===== src/rtl/core/xscp_pkg.sv =====
// Shared types and constants for the XOR string cipher with a minimal-standard key generator.
// Holds the word types, the register indexes, the control state type and the key byte fold.
// No dependencies.
package xscp_pkg;

   localparam int MAX_KEY_BYTES_DEF = 128;

   localparam logic [14:0] PM_MULT      = 15'd16807;
   localparam logic [31:0] PM_MOD       = 32'h7FFF_FFFF;
   localparam logic [31:0] GEN_RESET    = 32'h5DEE_CE6D;
   localparam logic [31:0] SEED_RESET   = 32'd1575931501;
   localparam logic [7:0]  LENGTH_RESET = 8'd128;
   localparam logic [6:0]  KEY_MOD      = 7'h7F;
   localparam logic [7:0]  KEY_TOP_BIT  = 8'h80;

   localparam int CSR_INDEX_W = 1;
   localparam logic [CSR_INDEX_W-1:0] CSR_KEY_SEED   = 1'd0;
   localparam logic [CSR_INDEX_W-1:0] CSR_KEY_LENGTH = 1'd1;

   localparam logic REQ_GEN_KEY  = 1'b0;
   localparam logic REQ_STR_BYTE = 1'b1;

   typedef struct packed {
      logic        req_type;
      logic        encrypt;
      logic [31:0] string_address;
      logic [7:0]  data_byte;
   } req_word_type;

   typedef struct packed {
      logic [7:0] out_byte;
      logic       end_of_string;
      logic       key_ready;
   } rsp_word_type;

   typedef enum logic [2:0] {
      ST_IDLE,
      ST_OUT,
      ST_DIV,
      ST_XOR,
      ST_GEN_MUL,
      ST_GEN_ADD,
      ST_GEN_WR
   } state_type;

   // Since 128 is 1 mod 127, folding 7-bit digits keeps the value mod 127.
   function automatic logic [7:0] key_byte_of(input logic [31:0] x);
      logic [9:0] s1;
      logic [7:0] s2;
      logic [7:0] m;
      s1 = 10'(x[6:0]) + 10'(x[13:7]) + 10'(x[20:14]) + 10'(x[27:21]) + 10'(x[31:28]);
      s2 = 8'(s1[6:0]) + 8'(s1[9:7]);
      if (s2 >= {1'b0, KEY_MOD}) begin
         m = s2 - {1'b0, KEY_MOD};
      end else begin
         m = s2;
      end
      return m | KEY_TOP_BIT;
   endfunction

endpackage


===== src/rtl/core/xor_string_cipher_prng_key_top.sv =====
// Top level of the XOR string cipher: key table memory, key generator, index divider and control.
// Depends on xscp_pkg.
//
// Usage:
//   req_* carries one word per request: either a key-generation command or one string byte.
//   rsp_* returns exactly one word per request, in request order.
//   csr_* writes key_seed (index 0) or key_length (index 1); write only while the block is idle.
// Request handling:
//   A copied byte or a terminator goes straight to the output state; a new word is taken every
//   cycle while the output register is free. An XORed byte goes through the XOR state first,
//   which uses the registered read of the key memory. For the first XORed byte of a string,
//   the start address is reduced modulo the key length by a one-bit-per-cycle remainder unit
//   (32 steps); it also runs when a shortened key length leaves the index past the key end.
//   Key generation writes L key bytes, where L is the key length with 0 taken as 1 and values
//   above the table size taken as the table size: each key byte needs a multiply step, a
//   modular reduction step and a memory write step of the generator.
// Reset clears the string state and loads the generator and the registers with their defaults;
// the key memory holds no defined contents until a key has been generated.
// A finished word sits in the output register while rsp_ready is low; the block can take one
// more request and work on it, then holds its result until the output register frees.
module xor_string_cipher_prng_key_top
   import xscp_pkg::*;
#(
   parameter int MAX_KEY_BYTES = MAX_KEY_BYTES_DEF
) (
   input  logic                   clock,
   input  logic                   reset,
   input  logic                   req_valid,
   output logic                   req_ready,
   input  req_word_type           req_data,
   output logic                   rsp_valid,
   input  logic                   rsp_ready,
   output rsp_word_type           rsp_data,
   input  logic                   csr_valid,
   output logic                   csr_ready,
   input  logic [CSR_INDEX_W-1:0] csr_index,
   input  logic [31:0]            csr_data
);

   localparam int IW = $clog2(MAX_KEY_BYTES + 1);
   localparam int AW = (MAX_KEY_BYTES > 1) ? $clog2(MAX_KEY_BYTES) : 1;
   localparam logic [8:0] MAX9 = 9'(MAX_KEY_BYTES);

   state_type state_ff, state_in;

   logic [31:0]   key_seed_ff;
   logic [7:0]    key_length_ff;
   logic          rsp_valid_ff, rsp_valid_in;
   rsp_word_type  rsp_data_ff, rsp_data_in;
   rsp_word_type  res_ff, res_in;
   logic [7:0]    item_byte_ff, item_byte_in;
   logic          inside_ff, inside_in;
   logic          trans_ff, trans_in;
   logic [IW-1:0] idx_ff, idx_in;
   logic [31:0]   gen_state_ff, gen_state_in;
   logic [30:0]   prod_lo_ff, prod_lo_in;
   logic [30:0]   prod_hi_ff, prod_hi_in;
   logic [IW-1:0] gen_idx_ff, gen_idx_in;
   logic [31:0]   div_dvd_ff, div_dvd_in;
   logic [IW-1:0] div_rem_ff, div_rem_in;
   logic [4:0]    div_cnt_ff, div_cnt_in;

   logic [7:0]    key_mem [MAX_KEY_BYTES];
   logic [7:0]    rd_data_ff;
   logic [AW-1:0] rd_addr;
   logic          mem_we;
   logic [7:0]    key_byte;

   logic [8:0]    eff9;
   logic [IW-1:0] eff_len;
   logic          out_free;
   logic          acc;
   logic          is_gen;
   logic          first;
   logic          is_term;
   logic          trans_new;
   logic          trans_use;
   logic          idx_lt;
   logic          idx_eq;
   logic          gen_last;
   logic          div_done;
   logic [IW:0]   div_trial;
   logic [IW-1:0] div_rem_next;
   logic [32:0]   gen_sum;
   logic [32:0]   gen_red;
   state_type     route;

   // Key length 0 acts as 1, and lengths above the table size saturate.
   always_comb begin
      if (key_length_ff == 8'd0) begin
         eff9 = 9'd1;
      end else if ({1'b0, key_length_ff} > MAX9) begin
         eff9 = MAX9;
      end else begin
         eff9 = {1'b0, key_length_ff};
      end
   end
   assign eff_len = eff9[IW-1:0];

   assign out_free  = !rsp_valid_ff || rsp_ready;
   assign req_ready = (state_ff == ST_IDLE) || ((state_ff == ST_OUT) && out_free);
   assign acc       = req_valid && req_ready;
   assign csr_ready = 1'b1;
   assign rsp_valid = rsp_valid_ff;
   assign rsp_data  = rsp_data_ff;

   assign is_gen    = (req_data.req_type == REQ_GEN_KEY);
   assign first     = !inside_ff;
   assign is_term   = (req_data.data_byte == 8'd0);
   assign trans_new = (req_data.encrypt != req_data.data_byte[7]);
   assign trans_use = first ? trans_new : trans_ff;
   assign idx_lt    = (idx_ff < eff_len);
   assign idx_eq    = (idx_ff == eff_len);
   assign gen_last  = (gen_idx_ff == (eff_len - IW'(1)));
   assign div_done  = (div_cnt_ff == 5'd0);
   assign key_byte  = key_byte_of(gen_state_ff);

   assign div_trial    = {div_rem_ff, div_dvd_ff[31]};
   assign div_rem_next = (div_trial >= {1'b0, eff_len}) ? IW'(div_trial - {1'b0, eff_len})
                                                         : IW'(div_trial);

   // Park-Miller step: fold the high product back in, then one conditional subtract.
   assign gen_sum = {2'b00, prod_lo_ff} + {2'b00, prod_hi_ff[14:0], 16'h0000}
                    + {17'h0, prod_hi_ff[30:15]};
   assign gen_red = (gen_sum > {1'b0, PM_MOD}) ? (gen_sum - {1'b0, PM_MOD}) : gen_sum;

   // Where an accepted request goes first.
   always_comb begin
      if (is_gen) begin
         route = ST_GEN_MUL;
      end else if (is_term || !trans_use) begin
         route = ST_OUT;
      end else if (first) begin
         route = ST_DIV;
      end else if (idx_lt || idx_eq) begin
         route = ST_XOR;
      end else begin
         route = ST_DIV;
      end
   end

   // Next state.
   always_comb begin
      state_in = state_ff;
      case (state_ff)
         ST_IDLE: begin
            if (acc) begin
               state_in = route;
            end
         end
         ST_OUT: begin
            if (acc) begin
               state_in = route;
            end else if (out_free) begin
               state_in = ST_IDLE;
            end
         end
         ST_DIV: begin
            if (div_done) begin
               state_in = ST_XOR;
            end
         end
         ST_XOR: begin
            state_in = ST_OUT;
         end
         ST_GEN_MUL: begin
            state_in = ST_GEN_ADD;
         end
         ST_GEN_ADD: begin
            state_in = ST_GEN_WR;
         end
         ST_GEN_WR: begin
            state_in = gen_last ? ST_OUT : ST_GEN_MUL;
         end
         default: begin
            state_in = ST_IDLE;
         end
      endcase
   end

   // Datapath control.
   always_comb begin
      rsp_valid_in = rsp_valid_ff && !rsp_ready;
      rsp_data_in  = rsp_data_ff;
      res_in       = res_ff;
      item_byte_in = item_byte_ff;
      inside_in    = inside_ff;
      trans_in     = trans_ff;
      idx_in       = idx_ff;
      gen_state_in = gen_state_ff;
      prod_lo_in   = prod_lo_ff;
      prod_hi_in   = prod_hi_ff;
      gen_idx_in   = gen_idx_ff;
      div_dvd_in   = div_dvd_ff;
      div_rem_in   = div_rem_ff;
      div_cnt_in   = div_cnt_ff;
      rd_addr      = idx_ff[AW-1:0];
      mem_we       = 1'b0;

      if (state_ff == ST_OUT && out_free) begin
         rsp_valid_in = 1'b1;
         rsp_data_in  = res_ff;
      end

      if (acc) begin
         item_byte_in = req_data.data_byte;
         if (is_gen) begin
            if (key_seed_ff != 32'd0) begin
               gen_state_in = key_seed_ff;
            end
            gen_idx_in = '0;
         end else begin
            if (first) begin
               trans_in = trans_new;
            end
            if (is_term) begin
               inside_in = 1'b0;
               res_in    = '{out_byte: 8'd0, end_of_string: 1'b1, key_ready: 1'b0};
            end else begin
               inside_in = 1'b1;
               res_in    = '{out_byte: req_data.data_byte, end_of_string: 1'b0,
                             key_ready: 1'b0};
               if (trans_use) begin
                  if (first) begin
                     div_dvd_in = req_data.string_address;
                     div_rem_in = '0;
                     div_cnt_in = 5'd31;
                  end else if (idx_eq) begin
                     // Index ran off the end on the previous byte: wrap to the start.
                     idx_in  = '0;
                     rd_addr = '0;
                  end else if (!idx_lt) begin
                     div_dvd_in = 32'(idx_ff);
                     div_rem_in = '0;
                     div_cnt_in = 5'd31;
                  end
               end
            end
         end
      end

      case (state_ff)
         ST_DIV: begin
            div_dvd_in = {div_dvd_ff[30:0], 1'b0};
            div_rem_in = div_rem_next;
            div_cnt_in = div_cnt_ff - 5'd1;
            if (div_done) begin
               idx_in  = div_rem_next;
               rd_addr = div_rem_next[AW-1:0];
            end
         end
         ST_XOR: begin
            res_in = '{out_byte: item_byte_ff ^ rd_data_ff, end_of_string: 1'b0,
                       key_ready: 1'b0};
            idx_in = idx_ff + IW'(1);
         end
         ST_GEN_MUL: begin
            prod_lo_in = 31'(31'(PM_MULT) * 31'(gen_state_ff[15:0]));
            prod_hi_in = 31'(31'(PM_MULT) * 31'(gen_state_ff[31:16]));
         end
         ST_GEN_ADD: begin
            gen_state_in = gen_red[31:0];
         end
         ST_GEN_WR: begin
            mem_we     = 1'b1;
            gen_idx_in = gen_idx_ff + IW'(1);
            if (gen_last) begin
               res_in = '{out_byte: 8'd0, end_of_string: 1'b0, key_ready: 1'b1};
            end
         end
         default: begin
         end
      endcase
   end

   always_ff @(posedge clock) begin
      if (reset) begin
         state_ff      <= ST_IDLE;
         rsp_valid_ff  <= 1'b0;
         inside_ff     <= 1'b0;
         trans_ff      <= 1'b0;
         idx_ff        <= '0;
         gen_state_ff  <= GEN_RESET;
         key_seed_ff   <= SEED_RESET;
         key_length_ff <= LENGTH_RESET;
      end else begin
         state_ff     <= state_in;
         rsp_valid_ff <= rsp_valid_in;
         inside_ff    <= inside_in;
         trans_ff     <= trans_in;
         idx_ff       <= idx_in;
         gen_state_ff <= gen_state_in;
         if (csr_valid && csr_ready) begin
            case (csr_index)
               CSR_KEY_SEED:   key_seed_ff   <= csr_data;
               CSR_KEY_LENGTH: key_length_ff <= csr_data[7:0];
               default: begin
               end
            endcase
         end
      end
   end

   always_ff @(posedge clock) begin
      rsp_data_ff  <= rsp_data_in;
      res_ff       <= res_in;
      item_byte_ff <= item_byte_in;
      prod_lo_ff   <= prod_lo_in;
      prod_hi_ff   <= prod_hi_in;
      gen_idx_ff   <= gen_idx_in;
      div_dvd_ff   <= div_dvd_in;
      div_rem_ff   <= div_rem_in;
      div_cnt_ff   <= div_cnt_in;
   end

   // Key table: one write port for the generator, one registered read port for the XOR path.
   always_ff @(posedge clock) begin
      if (mem_we) begin
         key_mem[gen_idx_ff[AW-1:0]] <= key_byte;
      end
      rd_data_ff <= key_mem[rd_addr];
   end

   a_div_to_xor: assert property (@(posedge clock) disable iff (reset)
      (state_ff == ST_DIV && div_done) |=> (state_ff == ST_XOR))
      else $error("remainder unit did not hand over to the XOR step");

   a_gen_start: assert property (@(posedge clock) disable iff (reset)
      (acc && is_gen) |=> (state_ff == ST_GEN_MUL))
      else $error("key generation request did not start the generator");

   a_rsp_from_out: assert property (@(posedge clock) disable iff (reset)
      $rose(rsp_valid_ff) |-> $past(state_ff == ST_OUT))
      else $error("response word loaded outside the output state");

   a_term_ends: assert property (@(posedge clock) disable iff (reset)
      (acc && !is_gen && is_term) |=> !inside_ff)
      else $error("terminator did not close the string");

endmodule

===== config.mk =====
export PLATFORM = sky130hd
export DESIGN_NAME = xor_string_cipher_prng_key_top
export DESIGN_NICKNAME = d
export VERILOG_FILES = /design/src/rtl/core/xscp_pkg.sv /design/src/rtl/core/xor_string_cipher_prng_key_top.sv
export SDC_FILE = /design/constraint.sdc
export NUM_CORES = 2
export LEC_CHECK = 0
export BUFFER_PORTS_ARGS = -buffer_cell sky130_fd_sc_hd__clkbuf_2
export CAP_MARGIN = 10
export CORE_UTILIZATION = 30
export DETAILED_ROUTE_END_ITERATION = 10
export PLACE_DENSITY = 0.5
export SYNTH_ARGS = -nofsm -noshare
export SYNTH_HDL_FRONTEND = slang
export SYNTH_SLANG_ARGS = --single-unit

===== constraint.sdc =====
create_clock -name clock -period 12.95 [get_ports clock]
set_input_delay 2.59 -clock clock [delete_from_list [all_inputs] [get_ports clock]]
set_output_delay 2.59 -clock clock [all_outputs]
set_load 0.02 [all_outputs]

==> flow_summary_export.csv <==
group,metric,value,unit
outcome,status,"finished, final reports clean",
timing,worst_pin_slew,1.09,ns
clock_tree,cts_tree,"yes",
yosys,syn_area_per_cell,11.1,um2
yosys,synth_compound_area_frac,0.0678,
timing,min_period,8.08,ns
yosys,yosysTopAreaCellShare,0.546,
place,gp_congestion,0.863,
yosys,yosys.area_share.simple,0.170,
global_routing,grtUsageTotal,0.171,
detailed_routing,vias,38500,
clock_tree,clockBufferDepth,3,
detailed_routing,vias_per_cell,5.00,
timing,final.setup.worst_slack,4.87,ns
floorplanning,initial_core_util,0.302,
critical_path,crit_fanout,79,
yosys,synth_warnings,0,
yosys,async_flop_share,0,
yosys,synth_xor_area_frac,0.0224,
place,dp_worst_setup_slack,4.63,ns
global_routing,grt_pass1_vias,37200,
timing,maxSlewHeadroom,0.273,
floorplanning,die_h,436,um
critical_path,reg2reg_slack,4.87,ns
detailed_routing,wl_per_cell,21.4,um
critical_path,crit_family,"adder cells",
yosys,synth_mux_area_frac,0.0106,
timing,fin_tns_setup,0,ns
timing,fmax,0.124,GHz
yosys,synthAdderAreaFrac,0.113,
clock_tree,cts.clk_slew.worst_paths,0.06,ns
critical_path,path_buf_inv,6,
place,dpl.hpwl,107,mm
critical_path,critPathSlowestCell,"buf_4",
detailed_routing,drc,0,
clock_tree,clk_latency,0.77,ns
global_routing,antenna_found_initial,1,
yosys,syn_inst,5074,
timing,hold_viol,0,
clock_tree,postCtsSetupBuffers,0,
timing,maxSlewViolCount,0,
critical_path,slowest_delay,0.80,ns
yosys,netlist-cell-type-count,87,
clock_tree,cts-buffers-inserted,131,
critical_path,critical_path_class,"reg2reg",
yosys,synth_top_area_cell,"edfxtp_1",
clock_tree,cts.sinks,1132,
place,port_buffers,91,
yosys,synth_top_family_by_area,"simple AND/OR/NAND/NOR gates",
yosys,seq_area_frac_synth,0.583,
yosys,synth_flop_cell,"edfxtp_1",
floorplanning,io_pins,93,
finish,drive_gt1_frac,0.0737,
timing,skew,0.0362,ns
finish,utilization,0.341,
critical_path,critPathArrivalTime,8.49,ns
clock_tree,hold_buffers,0,
critical_path,start_kind,"register",
detailed_routing,drt-initial-drc-count,3380,
timing,finalSetupViolCount,0,
detailed_routing,ant_nets,0,
floorplanning,fp.coreArea,188000,um2
worst_hold_path,min-delay-path-class,"reg2reg",
yosys,syn_nets,5583,
yosys,yosys-top-cells-area,"edfxtp_1, nand2_1, ha_1",
timing,rsz0062_at_grt,"no",
critical_path,end_kind,"register",
clock_tree,cts_resized,0,
floorplanning,die_w,436,um
critical_path,worstPathRequired,13.36,ns
clock_tree,cts_root_buffer,"clkbuf_16",
yosys,synth_edf_count,1028,
finish,fillCellCount,18700,
global_routing,grt_overflow,0,
clock_tree,cts_max_level,4,
finish,diodes,0,
timing,period_share,0.624,
detailed_routing,wirelength,165,mm
global_routing,grt_max_degree,162,
flow_run,cap_violations,0,
floorplanning,dieArea,190000,um2
yosys,yosys_register_bits,1132,
floorplanning,row_count,159,
finish,final_net_count,5622,
yosys,syn-cell-area,56600,um2
global_routing,grt_pass1_wl,247,mm
finish,area_growth,13.2,%
detailed_routing,drtPass1Iterations,8,
## per-stage QoR
step	instances	area [um2]	hold WS, ns
2_1_floorplan	5074	56600	0.403
3_3_place_gp	7473	59900	0.427
3_5_place_dp	7475	59900	0.424
4_1_cts	7706	64100	0.438
5_1_grt	7706	64100	0.447
6_report	7706	64100	0.442
## worst register-to-register path, cell delays in order (launching register included)
cell,delay (ns)
dfxtp_1,0.69
inv_1,0.15
fa_1,0.55
inv_1,0.06
fa_1,0.51
inv_1,0.06
fa_1,0.50
inv_1,0.07
ha_1,0.29
a21o_1,0.15
a21oi_1,0.22
o21bai_1,0.09
a21oi_1,0.22
o21bai_1,0.09
a21oi_1,0.19
xnor2_1,0.20
ha_1,0.29
a21o_1,0.16
a21oi_1,0.23
xnor2_1,0.25
nor3_1,0.23
and3_1,0.32
a41o_1,0.30
nand4_1,0.29
xor2_4,0.19
buf_4,0.51
buf_4,0.86
## final timing paths
check | startpoint | to | cells after the start
max | gen_state_ff[2]$_SDFFE_PP1P_ | key_mem[18][3]$_DFFE_PP_ | 26
min | res_ff[6]$_DFF_P_ | rsp_data[6]$_DFFE_PP_ | 0
max reg2reg | gen_state_ff[2]$_SDFFE_PP1P_ | key_mem[18][3]$_DFFE_PP_ | 26
min reg2reg | res_ff[6]$_DFF_P_ | rsp_data[6]$_DFFE_PP_ | 0
## sequential cells by signal, summed over array words and instances (netlist names), 7 cells and up
signal and count:
key_mem 896, div_dvd_ff 32, gen_state_ff 32, key_seed_ff 32, prod_hi_ff 31, prod_lo_ff 31, res_ff 10, rsp_data 10
div_rem_ff 8, gen_idx_ff 8, idx_ff 8, item_byte_ff 8, key_length_ff 8, rd_data_ff 7
## cells in the final DEF (no fill, tap or decap), types with 10 or more instances in the layout
cell type  count
nand2b_1      33
nor2_1       255
nand3b_1      26
a21o_1        25
xnor2_1       89
nand4b_1      22
nand2_1     1110
ha_1         293
a22oi_1       10
dfxtp_1      104
nand4_1       26
a21oi_1      350
mux2i_1       54
edfxtp_1    1028
and3_1        13
a211oi_1      21
clkinv_1      25
clkbuf_16    137
nor4_1        45
buf_4         52
o21a_1        14
xor2_1        50
a31oi_1       11
o21ai_0       77
a22o_1        24
fa_1         136
inv_1        251
nor3_1        66
o21bai_1      13
nand3_1      499
nor2b_1       26
clkbuf_2      90
clkbuf_1      33
clkinv_2      11
## cell usage after synthesis, types with 5 or more instances
library cell and n:
a22o_1 24, nor3b_1 6, mux2i_1 54, mux2_2 5
dfxtp_1 104, nand2b_1 33, clkbuf_1 196, xnor2_1 90
or2_2 9, buf_2 7, nor3_1 67, nor2b_1 27
inv_1 251, nand3_1 503, fa_1 136, a211o_1 9
a31oi_1 11, a22oi_1 10, a21o_1 26, o21ai_0 77
nor4_1 45, or3_1 8, o21a_1 15, and3_1 13
a211oi_1 21, xor2_1 52, o21bai_1 13, nand3b_1 26
a21boi_0 7, a21oi_1 351, o211ai_1 5, nand4b_1 22
nor2_1 257, o21ai_1 5, buf_1 37, and2_1 7
nand4_1 26, a221oi_1 8, ha_1 293, edfxtp_1 1028
nand2_1 1114, o31ai_1 9
## area by class of cell
cell class              instances  area, um2  area share
multi-input cells            3444      21900       0.342
inverters                     253        950      0.0148
flip-flops and latches       1132      33000       0.514
clock buffers                 179       3680      0.0574
repair buffers                151        976      0.0152
clock inverters                52        484     0.00756
well taps                    2495       3120      0.0487
## cell families (layout without fill, tap and decap cells)
group	Yosys count	count (layout)
AND/OR/NAND/NOR	2177	2177
flip-flops	1132	1132
AO/OA/AOI/OAI	635	635
buffers and inverters	498	635
adder cells (fa/ha/maj)	429	429
XOR/XNOR	143	143
multiplexers	59	59
other	1	1
## layer usage
metal | global-route usage | wire length (um)
met4 | 0.0466 | 4010
met5 | 0 | 0
met1 | 0.244 | 76300
met3 | 0.0270 | 9260
met2 | 0.266 | 75200
Power is not shown: default switching activity piles up to over one toggle a cycle in this logic, so the estimate is an artifact.
